[config.mk]
export PLATFORM = sky130hd
export DESIGN_NAME = fnc_div
export DESIGN_NICKNAME = d
export VERILOG_FILES = /design/src/hw/rtl/fnc_pkg.sv /design/src/hw/rtl/fnc_div.sv
export SDC_FILE = /design/constraint.sdc
export NUM_CORES = 1
export LEC_CHECK = 0
export ABC_AREA = 0
export BUFFER_PORTS_ARGS = -buffer_cell sky130_fd_sc_hd__buf_2
export CORE_MARGIN = 2
export CORE_UTILIZATION = 35
export CTS_CLUSTER_DIAMETER = 50
export CTS_CLUSTER_SIZE = 25
export DETAILED_ROUTE_END_ITERATION = 10
export PLACE_DENSITY = 0.63
export SLEW_MARGIN = 20
export SYNTH_ARGS = -nofsm -noshare
export SYNTH_HDL_FRONTEND = slang
export SYNTH_SLANG_ARGS = --single-unit
[constraint.sdc]
create_clock -name clk_i -period 3.6 [get_ports clk_i]
set_clock_uncertainty 0.05 [all_clocks]
set_input_delay 0.72 -clock clk_i [delete_from_list [all_inputs] [get_ports clk_i]]
set_output_delay 0.72 -clock clk_i [all_outputs]
set_load 0.005 [all_outputs]
[src/hw/rtl/fnc_pkg.sv]
// Shared constants, types and codes of the face normal and centroid block.
`timescale 1ns / 1ps
`default_nettype none
package fnc_pkg;

  localparam int MAX_SIDES   = 256;
  localparam int COORD_WIDTH = 32;

  // Coordinates are sign-extended from their low EXT_W bits.
  localparam int EXT_W = (COORD_WIDTH < 32) ? COORD_WIDTH : 32;
  localparam int EXT_SHL = 32 - EXT_W;

  localparam int CNT_W  = $clog2(MAX_SIDES + 1);
  localparam int SUM_W  = 32 + $clog2(MAX_SIDES);
  localparam int EDGE_W = 33;
  localparam int DIV_W  = 64;
  localparam int DSR_W  = 32;
  localparam int ITER_W = $clog2(DIV_W + 1);

  typedef enum logic [1:0] {
    ST_OK   = 2'd0,
    ST_ZERO = 2'd1,
    ST_FEW  = 2'd2,
    ST_MANY = 2'd3
  } status_e;

  typedef enum logic [3:0] {
    S_IDLE,
    S_EDGE,
    S_SHIFT,
    S_CROSS,
    S_NMAG,
    S_NORM,
    S_SQR,
    S_ROOT,
    S_DSTART,
    S_DWAIT,
    S_HOLD
  } state_e;

  typedef struct packed {
    logic busy;
    logic done;
  } div_sts_t;

endpackage
`default_nettype wire

[src/hw/rtl/fnc_div.sv]
// Restoring unsigned divider, one quotient bit per cycle.
`timescale 1ns / 1ps
`default_nettype none
module fnc_div (
  input  wire logic                      clk_i,
  input  wire logic                      rst_ni,
  input  wire logic                      start_i,
  input  wire logic [fnc_pkg::DIV_W-1:0] dividend_i,
  input  wire logic [fnc_pkg::DSR_W-1:0] divisor_i,
  output logic      [fnc_pkg::DIV_W-1:0] quotient_o,
  output fnc_pkg::div_sts_t              sts_o
);

  logic [fnc_pkg::DSR_W:0]    rem_q, rem_sh, rem_nx;
  logic [fnc_pkg::DIV_W-1:0]  quo_q;
  logic [fnc_pkg::DSR_W-1:0]  dsr_q;
  logic [fnc_pkg::ITER_W-1:0] cnt_q;
  logic                       busy_q, done_q, ge;

  assign rem_sh = {rem_q[fnc_pkg::DSR_W-1:0], quo_q[fnc_pkg::DIV_W-1]};
  assign ge     = rem_sh >= {1'b0, dsr_q};
  assign rem_nx = ge ? rem_sh - {1'b0, dsr_q} : rem_sh;

  always_ff @(posedge clk_i or negedge rst_ni) begin
    if (!rst_ni) begin
      busy_q <= 1'b0;
      done_q <= 1'b0;
      cnt_q  <= '0;
      rem_q  <= '0;
      quo_q  <= '0;
      dsr_q  <= '0;
    end else begin
      done_q <= 1'b0;
      if (start_i) begin
        rem_q  <= '0;
        quo_q  <= dividend_i;
        dsr_q  <= divisor_i;
        cnt_q  <= fnc_pkg::ITER_W'(fnc_pkg::DIV_W);
        busy_q <= 1'b1;
      end else if (busy_q) begin
        rem_q <= rem_nx;
        quo_q <= {quo_q[fnc_pkg::DIV_W-2:0], ge};
        cnt_q <= cnt_q - 1'b1;
        if (cnt_q == fnc_pkg::ITER_W'(1)) begin
          busy_q <= 1'b0;
          done_q <= 1'b1;
        end
      end
    end
  end

  assign quotient_o = quo_q;
  assign sts_o.busy = busy_q;
  assign sts_o.done = done_q;

endmodule
`default_nettype wire

==> flow_metrics.tcl <==
set metrics [dict create \
    status "finished clean" \
    netlist_area_mm2 0.008324 \
    drive_gt1_frac 0.2120 \
    h-tree-depth 4 \
    period_share 0.9095 \
    max_freq_mhz 305.4 \
    r2r_slack_ns 0.33 \
    async_flop_share 1.000 \
    period_minus_slack_ns 3.274 \
    fp.dieW_um 158.2 \
    synth_ff_type "dfrtp_1" \
    grt_pass1_vias 7023 \
    start_util 0.3557 \
    num_vias 7373 \
    crit_path_start_kind "flip-flop" \
    syn_to_final_growth_pct 21.12 \
    ys_warn_count 0 \
    antenna_found_initial 0 \
    grt_max_degree 98 \
    port_buffers 164 \
    ys_seq_elements 137 \
    synth.top_cell.area_share 0.4118 \
    cts_sinks 137 \
    hold_buffers 0 \
    cap_violations 0 \
    worst_pin_slew_ns 1.070 \
    rows 56 \
    place_congestion 0.9173 \
    finalSetupViolCount 0 \
    cts_tree "yes" \
    dpl.hpwl_um 15740 \
    tns_ns 0 \
    r2r_cells 9 \
    worstReg2RegEnd "rem_q[10]$_DFFE_PN0P_" \
    pwr_density_cell_mw_per_mm2 645.1 \
    hp-class "in -> async" \
    required_ns 3.87 \
    crit_type "reg -> reg" \
    endpoint "rem_q[10]$_DFFE_PN0P_" \
    postCtsResizedCells 0 \
    routed_wl_um 22110 \
    finalHoldViolCount 0 \
    cts-root-buf "clkbuf_16" \
    post_drt_wl_per_cell_um 15.74 \
    rsz0062_at_grt "false" \
    synth.most_common_cell "dfrtp_1" \
    clk_path_buf_depth 2 \
    r2r-start "rem_q[6]$_DFFE_PN0P_" \
    cts_made_buffers 17 \
    drv_slew 0 \
    syn_avg_cell_area_um2 8.884 \
    ir_worst_vdd_mv 0.3730 \
    syn_nets 1071 \
    initialDrtViolationCount 640 \
    yosysSeqAreaShare 0.4118 \
    vias_per_cell 5.248 \
    die_area_mm2 0.02503 \
    netlist_top_cells_count "dfrtp_1 (137), nand2_1 (123), o21ai_0 (122), nor2_1 (70), mux2i_1 (67)" \
    arrival_ns 3.54 \
    track_usage 0.1800 \
    post_cts_buffers 0 \
    fin_area_mm2 0.01008 \
    dpl_cell_area_mm2 0.009453 \
    ant_nets 0 \
    route.detailed.drc 0 \
    worstSetupEndpointType "flip-flop" \
    finalNetCount 1206 \
    die_height_um 158.2 \
    drt_first_pass_iters 5 \
    synthTopCellsByArea "dfrtp_1 (41%), mux2i_1 (8.1%), o21ai_0 (7.3%), nand2_1 (5.5%), ha_1 (5.1%)" \
    clk_latency_ns 0.43 \
    max_slew_margin 0.2867 \
    syn_inst 937 \
    multiInputGateArea_mm2 0.004477 \
    yosys.area.top_type "dfrtp_1" \
    startpoint "rem_q[6]$_DFFE_PN0P_" \
    ios 165 \
    synth_edf_count 0 \
    core_area_mm2 0.02340 \
    grt_pass1_wl_um 35930 \
    grt_overflow_total 0 \
    worst-path-max-fanout 17 \
    yosysUniqueCellTypes 68 \
    p_leak_nw 5.201 \
    seq_area_mm2 0.003432 \
    clkTransAtPathRegs_ns 0.07 \
    fillers 2409 \
]
-- power by group --
group	internal (mW)	switching (mW)	total [mW]	leakage (nW)
combinational	1.12	1.53	2.65	3.19
sequential	1.80	0.195	1.99	1.70
clock	1.07	0.799	1.87	0.308
total	3.98	2.53	6.50	5.20
-- per-stage QoR --
| stage | setup slack, ns | hold WS, ns | utilization | std cells | total power [mW] |
|---|---|---|---|---|---|
| floorplan | 0.7711 | 0.3744 | - | 937 | 3.889 |
| global placement | 0.4578 | 0.4531 | 0.4039 | 1372 | 4.623 |
| detailed placement | 0.3981 | 0.4538 | 0.4039 | 1372 | 4.638 |
| finish | 0.3259 | 0.2309 | 0.4308 | 1405 | 6.504 |
| CTS | 0.3863 | 0.2539 | 0.4307 | 1404 | 6.531 |
| global route | 0.2107 | 0.2789 | 0.4307 | 1404 | 6.946 |
-- worst min-delay path by stage --
stage | startpoint | end | cells after the start
2_1_floorplan | rst_ni | busy_q$_DFF_PN0_ | 0
6_report | rst_ni | rem_q[15]$_DFFE_PN0P_ | 1
4_1_cts | rst_ni | rem_q[15]$_DFFE_PN0P_ | 1
3_5_place_dp | cnt_q[6]$_DFFE_PN0P_ | cnt_q[6]$_DFFE_PN0P_ | 2
5_1_grt | rst_ni | dsr_q[15]$_DFFE_PN0P_ | 1
3_3_place_gp | dsr_q[0]$_DFFE_PN0P_ | dsr_q[0]$_DFFE_PN0P_ | 1
-- registers in the layout, indices dropped and copies added (netlist names) --
register,count
busy_q,1
cnt_q,7
done_q,1
dsr_q,32
quotient_o,64
rem_q,32
-- metal layers --
layer | GRT usage | part of all wire
met4 | 0.05920 | 0.012
met1 | 0.2504 | 0.47
met3 | 0.04626 | 0.065
met2 | 0.2731 | 0.46
met5 | 0 | 0
-- layout by cell type (no fill, tap or decap), types with 25 or more instances in the layout --
cell     count
mux2i_1     67
o21ai_0    122
buf_2      162
a21oi_1     27
inv_1       40
ha_1        34
nor2_1      70
dfrtp_1    136
nand3_1     25
nand2_1    123
-- area by class of cell --
| class | instances | area share |
|---|---|---|
| Multi-Input combinational cell | 695 | 0.4440 |
| Clock inverter | 15 | 0.01998 |
| Antenna cell | 1 | 0.0002482 |
| Inverter | 41 | 0.01526 |
| Sequential cell | 137 | 0.3404 |
| Timing Repair Buffer | 180 | 0.09829 |
| Tap cell | 319 | 0.03959 |
| Clock buffer | 17 | 0.04219 |
-- cells by family after synthesis --
family	after synthesis	share of synthesized area
simple gates	298	0.1655
xor+xnor	19	0.01999
mux	70	0.08552
fa+ha+maj	35	0.05351
compound gates	273	0.2133
flops	137	0.4118
buf+inv	105	0.05035
-- critical path, cell delays in order (launching register included) --
cell,delay [ns]
dfrtp_1,0.40
ha_1,0.42
a31oi_1,0.14
or2_2,0.32
a211oi_2,0.46
o211a_1,0.27
o21a_1,0.39
buf_12,0.21
o21ai_0,0.17
o211a_1,0.33
Power figures use the tool's default switching activity.
